--- src/rtl/c_string_escaper_macros.svh ---
// assertion helpers shared by the escaper rtl
`ifndef C_STRING_ESCAPER_MACROS_SVH
`define C_STRING_ESCAPER_MACROS_SVH

// same-cycle implication, checked out of reset
`define CSE_ASSERT_IMP(label, ante, cons, msg) \
  label: assert property (@(posedge clk_i) disable iff (!rst_ni) (ante) |-> (cons)) \
    else $error(msg);

// next-cycle implication, checked out of reset
`define CSE_ASSERT_NXT(label, ante, cons, msg) \
  label: assert property (@(posedge clk_i) disable iff (!rst_ni) (ante) |=> (cons)) \
    else $error(msg);

`endif

--- src/rtl/cse_pkg.sv ---
`timescale 1ns / 1ps

package cse_pkg;

  // queue between classifier and serializer, depth kept a power of two
  localparam int QDepth = 4;
  localparam int QPtrW  = $clog2(QDepth);
  localparam int QCntW  = $clog2(QDepth + 1);

  localparam logic [7:0] FirstPrint  = 8'd32;
  localparam logic [7:0] LastPrint   = 8'd126;
  localparam logic [7:0] ChBackslash = 8'h5C;
  localparam logic [7:0] ChDquote    = 8'h22;
  localparam logic [7:0] ChLowerX    = 8'h78;
  localparam logic [7:0] ChZero      = 8'h30;
  localparam logic [7:0] ChHexAlpha  = 8'h57;  // 'a' - 10

  // control codes with a one-character escape
  localparam logic [7:0] CcNul = 8'd0;
  localparam logic [7:0] CcBel = 8'd7;
  localparam logic [7:0] CcBs  = 8'd8;
  localparam logic [7:0] CcTab = 8'd9;
  localparam logic [7:0] CcLf  = 8'd10;
  localparam logic [7:0] CcVt  = 8'd11;
  localparam logic [7:0] CcFf  = 8'd12;
  localparam logic [7:0] CcCr  = 8'd13;

  localparam logic [7:0] LtA = 8'h61;
  localparam logic [7:0] LtB = 8'h62;
  localparam logic [7:0] LtF = 8'h66;
  localparam logic [7:0] LtN = 8'h6E;
  localparam logic [7:0] LtR = 8'h72;
  localparam logic [7:0] LtT = 8'h74;
  localparam logic [7:0] LtV = 8'h76;

  typedef enum logic [1:0] {
    EscPlain = 2'd0,  // byte as is
    EscPair  = 2'd1,  // backslash + payload
    EscHex   = 2'd2   // backslash, x, two hex digits of payload
  } cse_kind_e;

  typedef struct packed {
    cse_kind_e   kind;
    logic [7:0]  payload;
    logic        str_end;
  } cse_entry_t;

  typedef struct packed {
    logic        valid;
    cse_entry_t  entry;
  } cse_head_t;

  function automatic cse_entry_t classify(logic [7:0] b, logic str_end);
    cse_entry_t e;
    e.str_end = str_end;
    e.payload = b;
    e.kind    = EscHex;
    if (b >= FirstPrint && b <= LastPrint) begin
      if (b == ChDquote || b == ChBackslash) begin
        e.kind = EscPair;
      end else begin
        e.kind = EscPlain;
      end
    end else begin
      unique case (b)
        CcBel: begin e.kind = EscPair; e.payload = LtA; end
        CcBs:  begin e.kind = EscPair; e.payload = LtB; end
        CcFf:  begin e.kind = EscPair; e.payload = LtF; end
        CcLf:  begin e.kind = EscPair; e.payload = LtN; end
        CcCr:  begin e.kind = EscPair; e.payload = LtR; end
        CcTab: begin e.kind = EscPair; e.payload = LtT; end
        CcVt:  begin e.kind = EscPair; e.payload = LtV; end
        CcNul: begin e.kind = EscPair; e.payload = ChZero; end
        default: e.kind = EscHex;
      endcase
    end
    return e;
  endfunction

  function automatic logic [7:0] hex_digit(logic [3:0] n);
    if (n < 4'd10) begin
      return ChZero + {4'h0, n};
    end
    return ChHexAlpha + {4'h0, n};
  endfunction

  // index of the final output byte for each kind
  function automatic logic [1:0] last_idx(cse_kind_e k);
    logic [1:0] r;
    unique case (k)
      EscPlain: r = 2'd0;
      EscPair:  r = 2'd1;
      EscHex:   r = 2'd3;
      default:  r = 2'd3;
    endcase
    return r;
  endfunction

endpackage

--- src/rtl/cse_if.sv ---
`timescale 1ns / 1ps

interface cse_in_if;
  logic       valid;
  logic       ready;
  logic [7:0] in_byte;
  logic       in_string_end;

  modport source (output valid, output in_byte, output in_string_end, input ready);
  modport sink   (input valid, input in_byte, input in_string_end, output ready);
endinterface

interface cse_out_if;
  logic       valid;
  logic       ready;
  logic [7:0] out_byte;
  logic       run_last;
  logic       out_string_end;

  modport source (output valid, output out_byte, output run_last, output out_string_end,
                  input ready);
  modport sink   (input valid, input out_byte, input run_last, input out_string_end,
                  output ready);
endinterface

--- src/rtl/cse_front.sv ---
`timescale 1ns / 1ps

module cse_front (
  cse_in_if.sink              in_i,
  input  logic                q_ready_i,
  output logic                push_o,
  output cse_pkg::cse_entry_t entry_o
);

  assign in_i.ready = q_ready_i;
  assign push_o     = in_i.valid && q_ready_i;
  assign entry_o    = cse_pkg::classify(in_i.in_byte, in_i.in_string_end);

endmodule

--- src/rtl/cse_queue.sv ---
`timescale 1ns / 1ps
`include "c_string_escaper_macros.svh"

module cse_queue (
  input  logic                clk_i,
  input  logic                rst_ni,
  input  logic                push_i,
  input  cse_pkg::cse_entry_t entry_i,
  output logic                push_ready_o,
  output cse_pkg::cse_head_t  head_o,
  input  logic                pop_i
);

  cse_pkg::cse_entry_t              mem_q [cse_pkg::QDepth];
  logic [cse_pkg::QPtrW-1:0]        wr_ptr_q, wr_ptr_d;
  logic [cse_pkg::QPtrW-1:0]        rd_ptr_q, rd_ptr_d;
  logic [cse_pkg::QCntW-1:0]        cnt_q, cnt_d;

  assign push_ready_o = cnt_q != cse_pkg::QCntW'(cse_pkg::QDepth);
  assign head_o.valid = cnt_q != '0;
  assign head_o.entry = mem_q[rd_ptr_q];

  always_comb begin
    wr_ptr_d = push_i ? wr_ptr_q + cse_pkg::QPtrW'(1) : wr_ptr_q;
    rd_ptr_d = pop_i  ? rd_ptr_q + cse_pkg::QPtrW'(1) : rd_ptr_q;
    cnt_d    = cnt_q + cse_pkg::QCntW'(push_i) - cse_pkg::QCntW'(pop_i);
  end

  always_ff @(posedge clk_i or negedge rst_ni) begin
    if (!rst_ni) begin
      wr_ptr_q <= '0;
      rd_ptr_q <= '0;
      cnt_q    <= '0;
    end else begin
      wr_ptr_q <= wr_ptr_d;
      rd_ptr_q <= rd_ptr_d;
      cnt_q    <= cnt_d;
    end
  end

  always_ff @(posedge clk_i) begin
    if (push_i) begin
      mem_q[wr_ptr_q] <= entry_i;
    end
  end

  `CSE_ASSERT_IMP(a_push_room, push_i, cnt_q != cse_pkg::QCntW'(cse_pkg::QDepth), "push into full queue")
  `CSE_ASSERT_IMP(a_pop_avail, pop_i, cnt_q != '0, "pop from empty queue")

endmodule

--- src/rtl/cse_back.sv ---
`timescale 1ns / 1ps
`include "c_string_escaper_macros.svh"

module cse_back (
  input  logic               clk_i,
  input  logic               rst_ni,
  input  cse_pkg::cse_head_t head_i,
  output logic               pop_o,
  cse_out_if.source          out_o
);

  logic [1:0] idx_q, idx_d;
  logic       out_valid_q;
  logic [7:0] out_byte_q;
  logic       out_run_last_q;
  logic       out_str_end_q;

  logic       load;
  logic       is_last;
  logic [7:0] sym;

  assign load    = head_i.valid && (!out_valid_q || out_o.ready);
  assign is_last = idx_q == cse_pkg::last_idx(head_i.entry.kind);
  assign pop_o   = load && is_last;

  // byte at the current position of the escape sequence
  always_comb begin
    case (idx_q)
      2'd0: sym = (head_i.entry.kind == cse_pkg::EscPlain) ? head_i.entry.payload
                                                           : cse_pkg::ChBackslash;
      2'd1: sym = (head_i.entry.kind == cse_pkg::EscHex) ? cse_pkg::ChLowerX
                                                         : head_i.entry.payload;
      2'd2: sym = cse_pkg::hex_digit(head_i.entry.payload[7:4]);
      2'd3: sym = cse_pkg::hex_digit(head_i.entry.payload[3:0]);
      default: sym = cse_pkg::ChBackslash;
    endcase
  end

  always_comb begin
    idx_d = idx_q;
    if (load) begin
      idx_d = is_last ? 2'd0 : idx_q + 2'd1;
    end
  end

  always_ff @(posedge clk_i or negedge rst_ni) begin
    if (!rst_ni) begin
      idx_q       <= 2'd0;
      out_valid_q <= 1'b0;
    end else begin
      idx_q <= idx_d;
      if (load) begin
        out_valid_q <= 1'b1;
      end else if (out_o.ready) begin
        out_valid_q <= 1'b0;
      end
    end
  end

  always_ff @(posedge clk_i) begin
    if (load) begin
      out_byte_q     <= sym;
      out_run_last_q <= is_last;
      out_str_end_q  <= is_last && head_i.entry.str_end;
    end
  end

  assign out_o.valid          = out_valid_q;
  assign out_o.out_byte       = out_byte_q;
  assign out_o.run_last       = out_run_last_q;
  assign out_o.out_string_end = out_str_end_q;

  `CSE_ASSERT_IMP(a_mid_seq_head, idx_q != 2'd0, head_i.valid, "head lost mid sequence")
  `CSE_ASSERT_IMP(a_end_on_last, out_valid_q && out_str_end_q, out_run_last_q, "string end off last")
  `CSE_ASSERT_NXT(a_pop_rewinds, pop_o, idx_q == 2'd0, "index not rewound after pop")

endmodule

--- src/rtl/c_string_escaper.sv ---
`timescale 1ns / 1ps
// an accepted byte is queued, then its first escaped beat is registered as output
// throughput: one output beat per cycle while the sink is ready; each input byte
//   becomes 1, 2 or 4 beats, which the back-end serializer walks one byte a cycle
// input is taken while the back end drains, up to a 4-entry queue
// reset: rst_ni async active low, empties the queue and drops any pending beat

module c_string_escaper (
  input  logic      clk_i,
  input  logic      rst_ni,
  cse_in_if.sink    in_i,
  cse_out_if.source out_o
);

  // front: classify each raw byte into plain, two-byte escape or hex escape
  logic                q_ready;
  logic                push;
  cse_pkg::cse_entry_t entry;

  // back: head of the queue and pop strobe
  cse_pkg::cse_head_t  head;
  logic                pop;

  cse_front u_front (
    .in_i      (in_i),
    .q_ready_i (q_ready),
    .push_o    (push),
    .entry_o   (entry)
  );

  // decouples the classifier from the serializer so a stalled output
  // does not stop the input until the queue fills
  cse_queue u_queue (
    .clk_i        (clk_i),
    .rst_ni       (rst_ni),
    .push_i       (push),
    .entry_i      (entry),
    .push_ready_o (q_ready),
    .head_o       (head),
    .pop_i        (pop)
  );

  // serializer with a registered output beat; the entry leaves the queue
  // together with its last beat
  cse_back u_back (
    .clk_i  (clk_i),
    .rst_ni (rst_ni),
    .head_i (head),
    .pop_o  (pop),
    .out_o  (out_o)
  );

endmodule

--- src/flat_wrapper.sv ---
// flat-port wrapper written by rule: the top's interface ports become plain ports
module c_string_escaper_flat 
  (clk_i, rst_ni, in_i_valid, in_i_in_byte, in_i_in_string_end, in_i_ready, out_o_valid, out_o_out_byte, out_o_run_last, out_o_out_string_end, out_o_ready);
  cse_in_if in_i_i ();
  cse_out_if out_o_i ();
  input  logic clk_i;
  input  logic rst_ni;
  input wire logic [$bits(in_i_i.valid)-1:0] in_i_valid;
  input wire logic [$bits(in_i_i.in_byte)-1:0] in_i_in_byte;
  input wire logic [$bits(in_i_i.in_string_end)-1:0] in_i_in_string_end;
  output wire logic [$bits(in_i_i.ready)-1:0] in_i_ready;
  output wire logic [$bits(out_o_i.valid)-1:0] out_o_valid;
  output wire logic [$bits(out_o_i.out_byte)-1:0] out_o_out_byte;
  output wire logic [$bits(out_o_i.run_last)-1:0] out_o_run_last;
  output wire logic [$bits(out_o_i.out_string_end)-1:0] out_o_out_string_end;
  input wire logic [$bits(out_o_i.ready)-1:0] out_o_ready;
  assign in_i_i.valid = in_i_valid;
  assign in_i_i.in_byte = in_i_in_byte;
  assign in_i_i.in_string_end = in_i_in_string_end;
  assign in_i_ready = in_i_i.ready;
  assign out_o_valid = out_o_i.valid;
  assign out_o_out_byte = out_o_i.out_byte;
  assign out_o_run_last = out_o_i.run_last;
  assign out_o_out_string_end = out_o_i.out_string_end;
  assign out_o_i.ready = out_o_ready;
  c_string_escaper u_core (.clk_i(clk_i), .rst_ni(rst_ni), .in_i(in_i_i), .out_o(out_o_i));
endmodule
--- config.mk ---
export PLATFORM = sky130hd
export DESIGN_NAME = c_string_escaper_flat
export DESIGN_NICKNAME = d
export VERILOG_FILES = /design/src/rtl/cse_pkg.sv /design/src/rtl/cse_if.sv /design/src/rtl/cse_front.sv /design/src/rtl/cse_queue.sv /design/src/rtl/cse_back.sv /design/src/rtl/c_string_escaper.sv /design/src/flat_wrapper.sv
export VERILOG_INCLUDE_DIRS = /design/src /design/src/rtl
export SDC_FILE = /design/constraint.sdc
export NUM_CORES = 1
export LEC_CHECK = 0
export ABC_AREA = 1
export CORE_MARGIN = 10
export CORE_UTILIZATION = 63
export CTS_CLUSTER_DIAMETER = 150
export DETAILED_ROUTE_END_ITERATION = 7
export DONT_BUFFER_PORTS = 1
export PLACE_DENSITY = 0.79
export SYNTH_ARGS = -nofsm -noshare
export SYNTH_HDL_FRONTEND = slang
export SYNTH_SLANG_ARGS = --single-unit
--- constraint.sdc ---
create_clock -name clk_i -period 3.7 [get_ports clk_i]
set_clock_uncertainty 0.05 [all_clocks]
set_input_delay 0.74 -clock clk_i [delete_from_list [all_inputs] [get_ports clk_i]]
set_output_delay 0.74 -clock clk_i [all_outputs]
set_load 0.005 [all_outputs]
-- Word level (Yosys, flattened, before mapping)
Memories as Yosys holds them, arrays and structs flattened.
Index checks and enable logic that the tools add are counted.
Widths: inputs -> output; s select.
- output and inout port bits: 12
- flip-flop bits (word level): 20
- memory bits (writable): 44
- memories kept: 1
- logic and storage cells: 74
- $lt $le $gt $ge: 4
- equal/unequal tests: 16
- $add $sub $neg: 9
- reduce and logical (&&, ||, !) cells: 14
- mux-type cells: 22
- memories (memory ; depth ; width ; read ports ; clocked after memory_dff ; write ports ; line ; text):
    u_core.u_queue.mem_q ; 4 ; 11 ; 1 ; 0 ; 1 ; cse_queue.sv:14 ; cse_pkg::cse_entry_t mem_q [cse_pkg::QDepth];
- operators by type and width (kind ; number):
    $pmux 8 s8 ; 1
    $mux 8 ; 7
    $eq 8x4->1 const B ; 6
    $pmux 8 s4 ; 1
    $add 7x4->8 const A ; 2
    $add 6x4->7 const A ; 2
    $mux 1 ; 9
    $eq 8x3->1 const B ; 1
    $eq 8x6->1 const B ; 1
    $eq 8x7->1 const B ; 1
    $ge 8x6->1 const B ; 1
    $le 8x7->1 const B ; 1
    $logic_not 8->1 ; 1
    $lt 4x4->1 const B ; 2
    $reduce_or 8->1 ; 1
    $add 2x1->2 const B ; 3
    $eq 2x2->1 const B ; 3
    $mux 2 ; 3
    $logic_and 1x1->1 ; 5
    $eq 2x1->1 const B ; 2
    $logic_not 2->1 ; 2
    $pmux 2 s2 ; 1
    $add 3x1->3 ; 1
    $ne 3x3->1 const B ; 1
    other kinds (6) ; 7

-- Logic depth before layout (Yosys ltp)
Gate-level depths: netlist of the first run.
An unclocked memory read counts as a cell.
- depth after elaboration: 6
- mapped depth: 15
- gate-level depth less buffers: 13

-- By module
A second synthesis of the first run with hierarchy kept.
- cell total of the unflattened synthesis: 421
- area total of the unflattened synthesis: 3570.9 um2
- modules (own cells, without submodules) (module ; area an instance (um2) ; instances ; cells each):
    cse_queue ; 2280.9 ; 1 ; 220
    cse_back ; 917.1 ; 1 ; 129
    cse_front ; 372.9 ; 1 ; 72

-- Worst setup path before layout of the first run
Ideal clock, no wire load.
- kind: input -> register
- from: in out_o_ready
- to: reg u_core.u_queue.cnt_q[2] in the netlist's numbering
- path slack: 0.717 ns
- setup time: 0.129 ns
- stages: 9
- arrival: 2.804 ns
- cell sequence: nor2_1 -> a31oi_1 -> nand3_2 -> inv_2 -> ha_1 -> inv_1 -> ha_1 -> fa_1 -> xor2_1
- cells in the longest elaborated chain, start to end: 4
- ends and longest elaborated chain (element ; line ; text):
    start: declaration ; flat_wrapper.sv:16 ; input wire logic [$bits(out_o_i.ready)-1:0] out_o_ready;
    $logic_or 1x1->1 ; cse_back.sv:22 ; assign load = head_i.valid && (!out_valid_q || out_o.ready);
    $logic_and 1x1->1 ; cse_back.sv:22 ;
    via u_core.u_back.load ; cse_back.sv:18 ; logic load;
    $logic_and 1x1->1 ; cse_back.sv:24 ; assign pop_o = load && is_last;
    via u_core.pop ; c_string_escaper.sv:22 ; logic pop;
    $sub 3x1->3 ; cse_queue.sv:26 ; cnt_d = cnt_q + cse_pkg::QCntW'(push_i) - cse_pkg::QCntW'(pop_i);
    via u_core.u_queue.cnt_d, one bit ; cse_queue.sv:17 ; logic [cse_pkg::QCntW-1:0] cnt_q, cnt_d;
    end signal: assignment ; cse_queue.sv:37 ; cnt_q <= cnt_d;
    end: declaration ; cse_queue.sv:17 ;
The timed path passes the listed nets, and every way through them passes these cells.
A chain may end at the register's enable or synchronous reset.

-- Worst setup path in the final report of the first run
- from: reg u_core.u_queue.rd_ptr_q[1] in the netlist's numbering
- to: reg u_core.u_queue.cnt_q[2] in the netlist's numbering
- cells in the longest elaborated chain, start to end: 6
- elaborated cells between the ends (all ways): 7
- those cells by class: 1 x add/sub; 2 x eq/ne; 1 x mux; 2 x reduce/logical; 1 x memory
- ends and longest elaborated chain (element ; line ; text):
    start: declaration ; cse_queue.sv:16 ; logic [cse_pkg::QPtrW-1:0] rd_ptr_q, rd_ptr_d;
    start signal: assignment ; cse_queue.sv:36 ; rd_ptr_q <= rd_ptr_d;
    $mem_v2 4x11 * ; - ;
    $eq 2x1->1 or $logic_not 2->1 (tied branches) ; cse_pkg.sv:90 ; unique case (k)
    $pmux 2 s2 * ; cse_pkg.sv:90 ;
    $eq 2x2->1 * ; cse_back.sv:23 ; assign is_last = idx_q == cse_pkg::last_idx(head_i.entry.kind);
    $logic_and 1x1->1 * ; cse_back.sv:24 ;
    via u_core.pop ; c_string_escaper.sv:22 ;
    $sub 3x1->3 * ; cse_queue.sv:26 ;
    via u_core.u_queue.cnt_d, one bit ; cse_queue.sv:17 ;
The timed path passes the listed nets; every way through them passes the cells marked *.

==> results of run 1 <==
[kinds of logic (layout without fill, tap and decap cells)]
logic type | count (synthesis) | count (layout) | share of synthesized area, %
buffers and inverters | 52 | 60 | 6.99
adders and majority gates | 13 | 13 | 5.06
and+or+nand+nor | 181 | 181 | 24.9
AOI/OAI and AO/OA | 33 | 33 | 5.58
DFF | 64 | 64 | 55.7
xor gates and xnor gates | 6 | 6 | 1.79
[layout by cell type, fill, tap and decap left out, types with 2 or more instances in the layout]
cell / synthesis / layout
sky130_fd_sc_hd__nand2_1: 91 / 91
sky130_fd_sc_hd__edfxtp_1: 54 / 54
sky130_fd_sc_hd__inv_1: 40 / 40
sky130_fd_sc_hd__nand3_1: 35 / 35
sky130_fd_sc_hd__nor2_1: 27 / 27
sky130_fd_sc_hd__o21ai_0: 14 / 14
sky130_fd_sc_hd__ha_1: 12 / 12
sky130_fd_sc_hd__dfrtp_1: 10 / 10
sky130_fd_sc_hd__clkbuf_8: 0 / 9
sky130_fd_sc_hd__nand2_2: 7 / 7
sky130_fd_sc_hd__a21oi_1: 7 / 7
sky130_fd_sc_hd__nand4_1: 6 / 6
sky130_fd_sc_hd__nand3_2: 5 / 5
sky130_fd_sc_hd__a31oi_1: 5 / 5
sky130_fd_sc_hd__nand2_4: 4 / 4
sky130_fd_sc_hd__xor2_1: 3 / 3
sky130_fd_sc_hd__bufinv_16: 0 / 3
sky130_fd_sc_hd__inv_2: 2 / 2
sky130_fd_sc_hd__o21ai_1: 2 / 2
sky130_fd_sc_hd__or2_2: 2 / 2
sky130_fd_sc_hd__xnor2_1: 2 / 2
sky130_fd_sc_hd__buf_4: 2 / 2
[cells in the mapped netlist]
library cell               count
sky130_fd_sc_hd__nor4_1        1
sky130_fd_sc_hd__clkbuf_1      1
sky130_fd_sc_hd__nand2_4       4
sky130_fd_sc_hd__nand2_2       7
sky130_fd_sc_hd__buf_4         2
sky130_fd_sc_hd__nand2_1      91
sky130_fd_sc_hd__nand3_1      35
sky130_fd_sc_hd__ha_1         12
sky130_fd_sc_hd__buf_6         2
sky130_fd_sc_hd__nor2_4        1
sky130_fd_sc_hd__nand4_1       6
sky130_fd_sc_hd__nor2b_2       1
sky130_fd_sc_hd__a32oi_1       1
sky130_fd_sc_hd__edfxtp_1     54
sky130_fd_sc_hd__buf_8         1
sky130_fd_sc_hd__fa_1          1
sky130_fd_sc_hd__a22o_1        1
sky130_fd_sc_hd__xnor2_1       2
sky130_fd_sc_hd__o21ai_1       2
sky130_fd_sc_hd__nand3_2       5
sky130_fd_sc_hd__xor2_2        1
sky130_fd_sc_hd__o21ai_0      14
sky130_fd_sc_hd__o211ai_1      1
sky130_fd_sc_hd__nor3_1        1
sky130_fd_sc_hd__a41oi_1       1
sky130_fd_sc_hd__o31ai_1       1
sky130_fd_sc_hd__inv_1        40
sky130_fd_sc_hd__a31oi_1       5
sky130_fd_sc_hd__dfrtp_1      10
sky130_fd_sc_hd__or2_2         2
sky130_fd_sc_hd__a21oi_1       7
sky130_fd_sc_hd__inv_4         1
sky130_fd_sc_hd__xor2_1        3
sky130_fd_sc_hd__inv_2         2
sky130_fd_sc_hd__buf_2         3
sky130_fd_sc_hd__nor2_1       27
[layer usage]
layer	vias up	GRT usage (%)
li1	1176	-
met1	1124	18.2
met2	79	25.2
met3	10	5.68
met4	0	5.91
met5	-	0
[critical path, delay by kind of cell (launching register included)]
kind | cells | cell delay (ps)
xor gates and xnor gates | 2 | 330
buffers and inverters | 4 | 450
adders and majority gates | 3 | 880
DFF | 1 | 570
and+or+nand+nor | 3 | 380
[per-stage QoR]
stage	instance area (µm²)	setup WS (ps)	total power [µW]
floorplan	3360	717	2240
CTS	3630	918	3190
detailed placement	3390	939	2490
finish	3630	913	3190
global placement	3390	1020	2450
global route	3630	768	3440
[worst max path at each step]
stage	startpoint	to	slack (ps)	cells after the start
6_report	u_core.u_queue.rd_ptr_q[1]$_DFFE_PN0P_	u_core.u_queue.cnt_q[2]$_DFF_PN0_	910	12
5_1_grt	u_core.u_queue.rd_ptr_q[0]$_DFFE_PN0P_	u_core.u_queue.cnt_q[2]$_DFF_PN0_	770	13
4_1_cts	u_core.u_queue.rd_ptr_q[0]$_DFFE_PN0P_	u_core.u_queue.cnt_q[2]$_DFF_PN0_	920	13
3_5_place_dp	u_core.u_queue.rd_ptr_q[1]$_DFFE_PN0P_	u_core.u_queue.cnt_q[2]$_DFF_PN0_	940	12
3_3_place_gp	u_core.u_queue.rd_ptr_q[1]$_DFFE_PN0P_	u_core.u_queue.cnt_q[2]$_DFF_PN0_	1020	12
2_1_floorplan	out_o_ready	u_core.u_queue.cnt_q[2]$_DFF_PN0_	720	9
[registers in the layout (all words and copies together), names as in the netlist]
name / count
u_core.u_queue.wr_ptr_q: 2
u_core.u_queue.mem_q: 44
u_core.u_back.out_o.out_byte: 8
u_core.u_back.out_o.run_last: 1
u_core.u_queue.cnt_q: 3
u_core.u_back.out_o.out_string_end: 1
u_core.u_back.out_o.valid: 1
u_core.u_back.idx_q: 2
u_core.u_queue.rd_ptr_q: 2
[area by class of cell]
class / instances / area [µm²]
Clock buffer: 9 / 124
Clock inverter: 6 / 108
Fill cell: 391 / 1510
Inverter: 43 / 164
Multi-Input combinational cell: 233 / 1260
Sequential cell: 64 / 1870
Tap cell: 70 / 87.6
Timing Repair Buffer: 2 / 15.0
[power breakdown]
| group | internal (µW) | switching [µW] |
|---|---|---|
| sequential | 1050 | 122 |
| combinational | 426 | 886 |
| clock | 442 | 257 |
| total | 1920 | 1270 |
==> impl_metrics.csv, run 1 <==
group,metric,value,unit
outcome,outcome,"finished clean",
layout,antenna_cells_inserted,0,
clock_network,cts_setup_buffers,0,
detailed_routing,drcViolationCount,0,
layout,finalCoreUtilization,70.5,%
global_routing,grt_first_pass_wirelength,10.6,mm
logic_synthesis,post_synth_inst_count,349,
sta,max_freq,359,MHz
setup_path,critical_path_data_arrival_time,2950,ps
setup_path,endpoint_kind,"flip-flop",
setup_path,timing_worst_setup_path_type,"flip-flop to flip-flop",
min_path,timing.hold.worst.class,"input pin to async pin",
floorplanning,fp.dieH,93.1,µm
clock_network,clkSinkCount,64,
sta,final_period_minus_worst_setup_slack,2790,ps
place,hpwl,4.69,mm
logic_synthesis,syn-mean-instance-area,9.64,µm²
logic_synthesis,post_synth_instance_area,3360,µm²
logic_synthesis,synth-seq-area-share,55.7,%
logic_synthesis,ys_seq_elements,64,
setup_path,r2r_setup_slack,910,ps
global_routing,grt_util_all_layers,15.4,%
clock_network,clk_pin_slew,80,ps
sta,setup_violations,0,
floorplanning,initial_core_util,65.4,%
detailed_routing,route.vias.total,2389,
logic_synthesis,post_synth_num_cell_types,36,
setup_path,worst_setup_path_start_kind,"flip-flop",
setup_path,slowest_stage,"sky130_fd_sc_hd__dfrtp_1",
clock_network,cts_repair_resize_count,0,
detailed_routing,first_iter_violations,189,
logic_synthesis,synthDominantAreaCellType,"sky130_fd_sc_hd__edfxtp_1",
sta,fin_hold_ws,37.4,ps
power_and_ir_drop,irDropWorstVdd,354,µV
logic_synthesis,synth_nets,375,
global_routing,gr-total-overflow,0,
floorplanning,ios,25,
global_routing,initial_antenna_violation_count,0,
floorplanning,design.core.area,5140,µm²
clock_network,clk_root_buffer_cell,"sky130_fd_sc_hd__clkbuf_8",
flow_run,cap_violations,0,
detailed_routing,wl_met2,3.12,mm
logic_synthesis,synth.top_cells.by_area,"sky130_fd_sc_hd__edfxtp_1 (48%), sky130_fd_sc_hd__nand2_1 (10%), sky130_fd_sc_hd__dfrtp_1 (7.4%)",
setup_path,worstPathRequired,3860,ps
clock_network,h-tree-depth,3,
place,gp_congestion,0.915,
layout,finish.cell_count_without_fillers,427,
layout,final_layout_size_suffix_gt1_share,11.2,%
global_routing,grt_pass1_vias,2248,
power_and_ir_drop,p_leak,0.00158,µW
sta,grt_setup_unrepaired,"false",
sta,relSlewSlack,28.8,%
logic_synthesis,synth.top_cell.area_share,48.2,%
detailed_routing,routed-wl-met3,446,µm
sta,tightestPinTransition,1060,ps
detailed_routing,antenna_left,0,
layout,final_net_count,379,
power_and_ir_drop,power.density_cell_area,879,nW/µm²
setup_path,rr_startpoint,"u_core.u_queue.rd_ptr_q[1]$_DFFE_PN0P_",
setup_path,rr_worst_depth,12,
detailed_routing,top_layer,"met4",
setup_path,timing.critical_path.slowest_cell_delay,570,ps
sta,timing.final.crit_share,75.3,%
detailed_routing,detail_route.wirelength.met1,2.71,mm
floorplanning,die-area,8660,µm²
detailed_routing,drt_first_pass_iters,4,
place,dp.cells,412,
floorplanning,die_width,93.1,µm
floorplanning,rows,26,
clock_network,clock_insertion_delay_worst_skew,330,ps
clock_network,max-clock-path-buffers,2,
clock_network,cts_buffers,9,
layout,signed_area_change_from_the_synthesized_netlist_to_the_final_layout,7.81,%
setup_path,timing.critical_path.fanout_max,13,
detailed_routing,average_wire_length_per_cell_after_detail_routing,14.9,µm
logic_synthesis,synth.yosys.warnings,0,
detailed_routing,routed_wirelength,6.37,mm
sta,report.final.hold_viol_count,0,
setup_path,rr_endpoint,"u_core.u_queue.cnt_q[2]$_DFF_PN0_",
sta,tns,0,ps
sta,final_max_slew_viol_count,0,
global_routing,grt_start_max_net_pins,22,
clock_network,cts_tree,"yes",
clock_network,cts_hold_repair.buffers,0,
setup_path,worstPathCellList,"inv_2 -> nand3_2 -> nand2_4 -> xor2_1 -> inv_1 -> nand3_2 -> inv_2 -> ha_1 -> inv_1 -> ha_1 -> fa_1 -> xor2_1",
place,numPortBuffers,0,
detailed_routing,detail_route.vias_per_cell,5.59,
Power figures use the tool's default switching activity.
==> run 2: changes to the inputs <==
Clock period 3.7 ns to 2.8 ns, I/O delays scaled along.
==> run 2 against run 1 <==
  * Worst setup slack got worse by 700 ps
  * Die area stayed put
  * Utilization grew 1.5 points
  * Largest cell class unchanged
  * Register-to-register slack worse by 700 ps
  * Sequential cell count stayed put
  * Maximum frequency increased by 7.7%
  * Critical path depth grew 1
  * Sequential share of layout area shrank 1.0 points
  * Cell count up 1.9%
==> impl_metrics.csv, run 2 (same netlist as run 1, synthesis figures left out) <==
group,metric,value,unit
clock_network,cts_tree,"yes",
setup_path,worst_setup_path_start_kind,"flip-flop",
power_and_ir_drop,switching_share,40.1,%
sta,setup_violations,0,
layout,post-route-cell-area,3700,µm²
sta,timing.final.crit_share,92.4,%
setup_path,critical_path_data_arrival_time,2760,ps
power_and_ir_drop,clock_power_share,22.1,%
setup_path,endpoint_kind,"flip-flop",
place,hpwl,4.81,mm
setup_path,rr_worst_depth,13,
detailed_routing,drt_first_pass_iters,4,
sta,tns,0,ps
clock_network,cts_setup_buffers,0,
min_path,whs_path_depth,0,
power_and_ir_drop,power.density_cell_area,1170,nW/µm²
setup_path,worst_path_dominant_cell_family,"adder cells",
layout,most_common_library_cell_in_the_layout_ignoring_fill_and_taps,"sky130_fd_sc_hd__nand2_1",
place,numPortBuffers,0,
place,gp_congestion,0.871,
setup_path,timing.critical_path.slowest_cell_delay,490,ps
power_and_ir_drop,cell_internal_pwr,2590,µW
clock_network,h-tree-depth,3,
sta,tightestPinTransition,545,ps
detailed_routing,detail_route.wirelength.met1,2.95,mm
power_and_ir_drop,comb_power_share,42.2,%
sta,fin_hold_ws,256,ps
sta,final_period_minus_worst_setup_slack,2590,ps
detailed_routing,first_iter_violations,168,
floorplanning,die_width,93.1,µm
global_routing,grt_pass1_vias,2381,
detailed_routing,drcViolationCount,0,
setup_path,timing.critical_path.fanout_max,21,
global_routing,grt_util_all_layers,16.3,%
layout,signed_area_change_from_the_synthesized_netlist_to_the_final_layout,10.0,%
power_and_ir_drop,irDropWorstVdd,591,µV
detailed_routing,wl_met2,3.29,mm
global_routing,initial_antenna_violation_count,0,
power_and_ir_drop,seq_power_share,35.7,%
setup_path,r2r_setup_slack,210,ps
setup_path,rr_startpoint,"u_core.u_queue.rd_ptr_q[0]$_DFFE_PN0P_",
detailed_routing,antenna_left,0,
floorplanning,design.core.area,5140,µm²
floorplanning,ios,25,
min_path,worstHoldStart,"in_i_in_byte[7]",
layout,antenna_cells_inserted,0,
detailed_routing,detail_route.vias_per_cell,5.49,
floorplanning,initial_core_util,65.4,%
layout,largest_register_ffs,44,
global_routing,grt_start_max_net_pins,22,
clock_network,clkSinkCount,64,
clock_network,clock_insertion_delay_worst_skew,340,ps
power_and_ir_drop,p_switching,1730,µW
sta,report.final.hold_viol_count,0,
floorplanning,die-area,8660,µm²
detailed_routing,routed_wirelength,6.77,mm
min_path,timing.hold.worst.class,"input pin to flip-flop",
global_routing,grt_first_pass_wirelength,11.1,mm
detailed_routing,average_wire_length_per_cell_after_detail_routing,15.6,µm
setup_path,worstPathRequired,2970,ps
sta,max_freq,386,MHz
layout,most-common-layout-cells,"sky130_fd_sc_hd__nand2_1 (91), sky130_fd_sc_hd__edfxtp_1 (54), sky130_fd_sc_hd__inv_1 (40), sky130_fd_sc_hd__nand3_1 (35), sky130_fd_sc_hd__nor2_1 (27)",
detailed_routing,top_layer,"met4",
setup_path,worstPathCellList,"inv_4 -> nand2_1 -> nand3_2 -> nand2_4 -> nand2_4 -> xor2_2 -> nand3_2 -> inv_2 -> ha_1 -> inv_1 -> ha_1 -> fa_1 -> xor2_1",
min_path,end_point_of_the_worst_hold_path,"u_core.u_queue.mem_q[0][8]$_DFFE_PP_",
detailed_routing,route.vias.total,2390,
outcome,outcome,"finished clean",
layout,final_layout_size_suffix_gt1_share,13.7,%
clock_network,cts_buffers,9,
layout,registers.top_by_ff_count,"u_core.u_queue.mem_q",
floorplanning,fp.dieH,93.1,µm
sta,final_max_slew_viol_count,0,
clock_network,max-clock-path-buffers,2,
layout,nFillCells,374,
place,dpl-instance-area,3450,µm²
setup_path,timing_worst_setup_path_type,"flip-flop to flip-flop",
clock_network,clk_pin_slew,70,ps
flow_run,cap_violations,0,
setup_path,rr_endpoint,"u_core.u_queue.cnt_q[2]$_DFF_PN0_",
sta,grt_setup_unrepaired,"false",
setup_path,slowest_stage,"sky130_fd_sc_hd__dfrtp_2",
setup_path,critical_path_buf_inv_count,3,
global_routing,gr-total-overflow,0,
clock_network,clk_root_buffer_cell,"sky130_fd_sc_hd__clkbuf_8",
detailed_routing,routed-wl-met3,382,µm
floorplanning,rows,26,
layout,final_net_count,386,
sta,relSlewSlack,63.5,%
power_and_ir_drop,p_leak,0.00162,µW
-- run 2: worst max path at each step --
stage,startpoint,end,depth (start not counted),slack (ps)
floorplan,out_o_ready,u_core.u_queue.cnt_q[2]$_DFF_PN0_,9,300
global route,u_core.u_queue.rd_ptr_q[0]$_DFFE_PN0P_,u_core.u_queue.cnt_q[2]$_DFF_PN0_,13,80
CTS,u_core.u_queue.rd_ptr_q[0]$_DFFE_PN0P_,u_core.u_queue.cnt_q[2]$_DFF_PN0_,13,80
finish,u_core.u_queue.rd_ptr_q[0]$_DFFE_PN0P_,u_core.u_queue.cnt_q[2]$_DFF_PN0_,13,210
detailed placement,u_core.u_queue.rd_ptr_q[0]$_DFFE_PN0P_,u_core.u_queue.cnt_q[2]$_DFF_PN0_,13,130
global placement,u_core.u_queue.rd_ptr_q[0]$_DFFE_PN0P_,u_core.u_queue.cnt_q[2]$_DFF_PN0_,13,200
-- run 2: area by class of cell --
| cell class | count | area [µm²] | share of cell area (%) |
|---|---|---|---|
| flip-flops and latches | 64 | 1870 | 50.6 |
| multi-input cells | 233 | 1260 | 34.1 |
| inverters | 43 | 164 | 4.43 |
| clock buffers | 9 | 124 | 3.35 |
| clock inverters | 7 | 120 | 3.25 |
| well taps | 70 | 87.6 | 2.37 |
| repair buffers | 9 | 70.1 | 1.89 |
-- run 2: power by group through the flow --
stage | Combinational (µW) | Clock, µW | Sequential, µW
3_5_place_dp | 1800 | 0 | 1560
2_1_floorplan | 1460 | 0 | 1500
6_report | 1820 | 957 | 1540
4_1_cts | 1820 | 971 | 1550
3_3_place_gp | 1730 | 0 | 1550
5_1_grt | 2060 | 1010 | 1580
-- run 2: metrics by stage --
stage	util, %	total power (µW)	worst slack (ps)	cells
global placement	67.0	3280	197	418
CTS	72.0	4340	79.1	435
global route	72.0	4650	78.4	435
detailed placement	67.0	3360	130	418
finish	72.0	4320	212	435
floorplan	-	2960	301	349
-- run 2: per-layer routing --
metal	up-vias	global-route usage, %
met4	0	8.61
met1	1110	19.1
met5	-	0
met2	74	26.6
li1	1187	-
met3	19	4.56
-- run 2: what timing repair did --
action,in CTS,in global routing
gates resized for setup,0,1
endpoints found under the setup margin,0,1
endpoints found under the hold margin,10,0
hold buffers,1,0
==> run 3: changes to the inputs <==
Settings changed: CAP_MARGIN set to 5, CORE_UTILIZATION 63 to 57, PLACE_DENSITY 0.79 to 0.75.
Clock period 2.8 ns to 2.29 ns, I/O delays scaled along.
==> run 3 against run 2 <==
  * Die area up 8.2%
  * Via count up 0.79%
  * Cell area up 3.0%
  * First-iteration DRC count down 20%
  * Sequential power up 21%
  * Worst hold slack worse by 87 ps
  * Wire length down 5.0%
  * Critical endpoint unchanged
  * Critical path type unchanged
  * Critical path depth unchanged
==> impl_metrics.csv, run 3 (same netlist as run 1, synthesis figures left out) <==
group,metric,value,unit
place,dp.cells,431,
layout,most-common-layout-cells,"sky130_fd_sc_hd__nand2_1 (90), sky130_fd_sc_hd__edfxtp_1 (54), sky130_fd_sc_hd__inv_1 (39), sky130_fd_sc_hd__nand3_1 (35), sky130_fd_sc_hd__nor2_1 (27)",
global_routing,grt_util_all_layers,13.6,%
power_and_ir_drop,power.density_cell_area,1400,nW/µm²
detailed_routing,drcViolationCount,0,
detailed_routing,drt_first_pass_iters,4,
floorplanning,die_width,96.8,µm
setup_path,slowest_stage,"sky130_fd_sc_hd__dfrtp_2",
setup_path,rr_endpoint,"u_core.u_queue.cnt_q[2]$_DFF_PN0_",
min_path,end_point_of_the_worst_hold_path,"u_core.u_queue.mem_q[2][0]$_DFFE_PP_",
clock_network,clk_pin_slew,80,ps
sta,max_freq,438,MHz
floorplanning,ios,25,
floorplanning,fp.dieH,96.8,µm
layout,finish.cell_count_without_fillers,452,
detailed_routing,average_wire_length_per_cell_after_detail_routing,14.2,µm
sta,final_max_slew_viol_count,0,
sta,relSlewSlack,64.8,%
setup_path,rr_worst_depth,13,
global_routing,grt_first_pass_wirelength,10.6,mm
floorplanning,die-area,9370,µm²
sta,grt_setup_unrepaired,"true",
layout,antenna_cells_inserted,0,
outcome,outcome,"finished clean",
layout,largest_register_ffs,44,
setup_path,worstPathRequired,2460,ps
place,hpwl,4.63,mm
layout,final_net_count,401,
setup_path,timing.critical_path.slowest_cell_delay,460,ps
power_and_ir_drop,clock_power_share,18.1,%
layout,nFillCells,438,
power_and_ir_drop,cell_internal_pwr,3170,µW
sta,tns,0,ps
setup_path,critical_path_data_arrival_time,2450,ps
setup_path,critical_path.startpoint,"u_core.u_queue.rd_ptr_q[0]$_DFFE_PN0P_",
global_routing,initial_antenna_violation_count,0,
global_routing,gr-total-overflow,0,
power_and_ir_drop,seq_power_share,35.2,%
setup_path,worst_path_dominant_cell_family,"adder cells",
layout,final_layout_size_suffix_gt1_share,18.4,%
detailed_routing,routed_wirelength,6.43,mm
place,dpl-instance-area,3570,µm²
setup_path,critical_path_buf_inv_count,4,
floorplanning,rows,27,
power_and_ir_drop,irDropWorstVdd,610,µV
clock_network,clkSinkCount,64,
clock_network,max-clock-path-buffers,2,
min_path,timing.hold.worst.class,"input pin to flip-flop",
setup_path,worstPathCellList,"inv_4 -> nand2_2 -> nand3_2 -> nand2_4 -> xor2_1 -> inv_1 -> nand3_2 -> inv_2 -> ha_4 -> inv_2 -> ha_4 -> fa_2 -> xor2_1",
setup_path,worst_setup_path_start_kind,"flip-flop",
setup_path,timing_worst_setup_path_type,"flip-flop to flip-flop",
flow_run,cap_violations,0,
clock_network,cts_buffers,9,
sta,setup_ws,5.34,ps
clock_network,cts_tree,"yes",
clock_network,clk_root_buffer_cell,"sky130_fd_sc_hd__clkbuf_8",
power_and_ir_drop,p_switching,2150,µW
min_path,whs_path_depth,0,
floorplanning,design.core.area,5610,µm²
place,gp_congestion,0.878,
power_and_ir_drop,switching_share,40.4,%
global_routing,grt_start_max_net_pins,17,
sta,timing.final.crit_share,99.8,%
detailed_routing,route.vias.total,2409,
setup_path,endpoint_kind,"flip-flop",
detailed_routing,detail_route.vias_per_cell,5.33,
sta,setup_violations,0,
power_and_ir_drop,p_leak,0.00167,µW
clock_network,clock_insertion_delay_worst_skew,330,ps
layout,post-route-cell-area,3810,µm²
clock_network,h-tree-depth,3,
setup_path,r2r_setup_slack,5,ps
floorplanning,initial_core_util,60.0,%
min_path,worstHoldStart,"in_i_in_string_end",
layout,finalCoreUtilization,68.0,%
layout,signed_area_change_from_the_synthesized_netlist_to_the_final_layout,13.4,%
layout,registers.top_by_ff_count,"u_core.u_queue.mem_q",
setup_path,timing.critical_path.fanout_max,7,
power_and_ir_drop,comb_power_share,46.7,%
detailed_routing,antenna_left,0,
sta,report.final.hold_viol_count,0,
sta,final_period_minus_worst_setup_slack,2280,ps
detailed_routing,first_iter_violations,135,
sta,tightestPinTransition,526,ps
layout,most_common_library_cell_in_the_layout_ignoring_fill_and_taps,"sky130_fd_sc_hd__nand2_1",
setup_path,rr_startpoint,"u_core.u_queue.rd_ptr_q[0]$_DFFE_PN0P_",
place,numPortBuffers,0,
place,dpl_worst_slack,-43.8,ps
global_routing,grt_pass1_vias,2292,
-- run 3: per-layer routing --
layer / GRT usage (%) / vias to the layer above / share of wire (%)
met5: 0 / - / 0
met4: 7.55 / 0 / 2.7
met3: 3.62 / 15 / 6.4
met2: 22.2 / 65 / 48
met1: 15.8 / 1112 / 43
li1: - / 1217 / -
-- run 3: worst max path at each step --
stage,endpoint,cells after the start
6_report,u_core.u_queue.cnt_q[2]$_DFF_PN0_,13
5_1_grt,u_core.u_queue.cnt_q[2]$_DFF_PN0_,13
4_1_cts,u_core.u_queue.cnt_q[2]$_DFF_PN0_,13
3_5_place_dp,u_core.u_queue.cnt_q[2]$_DFF_PN0_,13
3_3_place_gp,u_core.u_queue.cnt_q[2]$_DFF_PN0_,13
2_1_floorplan,u_core.u_queue.cnt_q[2]$_DFF_PN0_,15
-- run 3: what timing repair did --
item	in CTS	in global routing
hold buffers	1	0
setup endpoints to repair	2	4
hold endpoints to repair	10	0
pin swaps	0	1
resized for setup	3	1
buffers inserted	2	2
-- run 3: per-stage QoR --
step | hold WS [ps] | power, µW
2_1_floorplan | 112 | 3680
3_3_place_gp | 113 | 4220
3_5_place_dp | 113 | 4290
4_1_cts | 157 | 5300
5_1_grt | 154 | 5750
6_report | 169 | 5320
-- run 3: cell type report --
class | instances | area (µm²) | share of cell area, %
clock inverter | 5 | 56.3 | 1.48
tap | 72 | 90.1 | 2.36
multi-input combinational | 233 | 1300 | 34.1
clock buffer | 11 | 141 | 3.71
inverter | 43 | 166 | 4.36
timing repair buffer | 24 | 183 | 4.79
sequential | 64 | 1870 | 49.2
-- run 3: power by group through the flow --
stage / clock (µW) / sequential (µW) / combinational (µW)
detailed placement: 0 / 1900 / 2390
global placement: 0 / 1890 / 2340
CTS: 976 / 1880 / 2440
floorplan: 0 / 1840 / 1850
finish: 965 / 1870 / 2490
global route: 1030 / 1910 / 2800
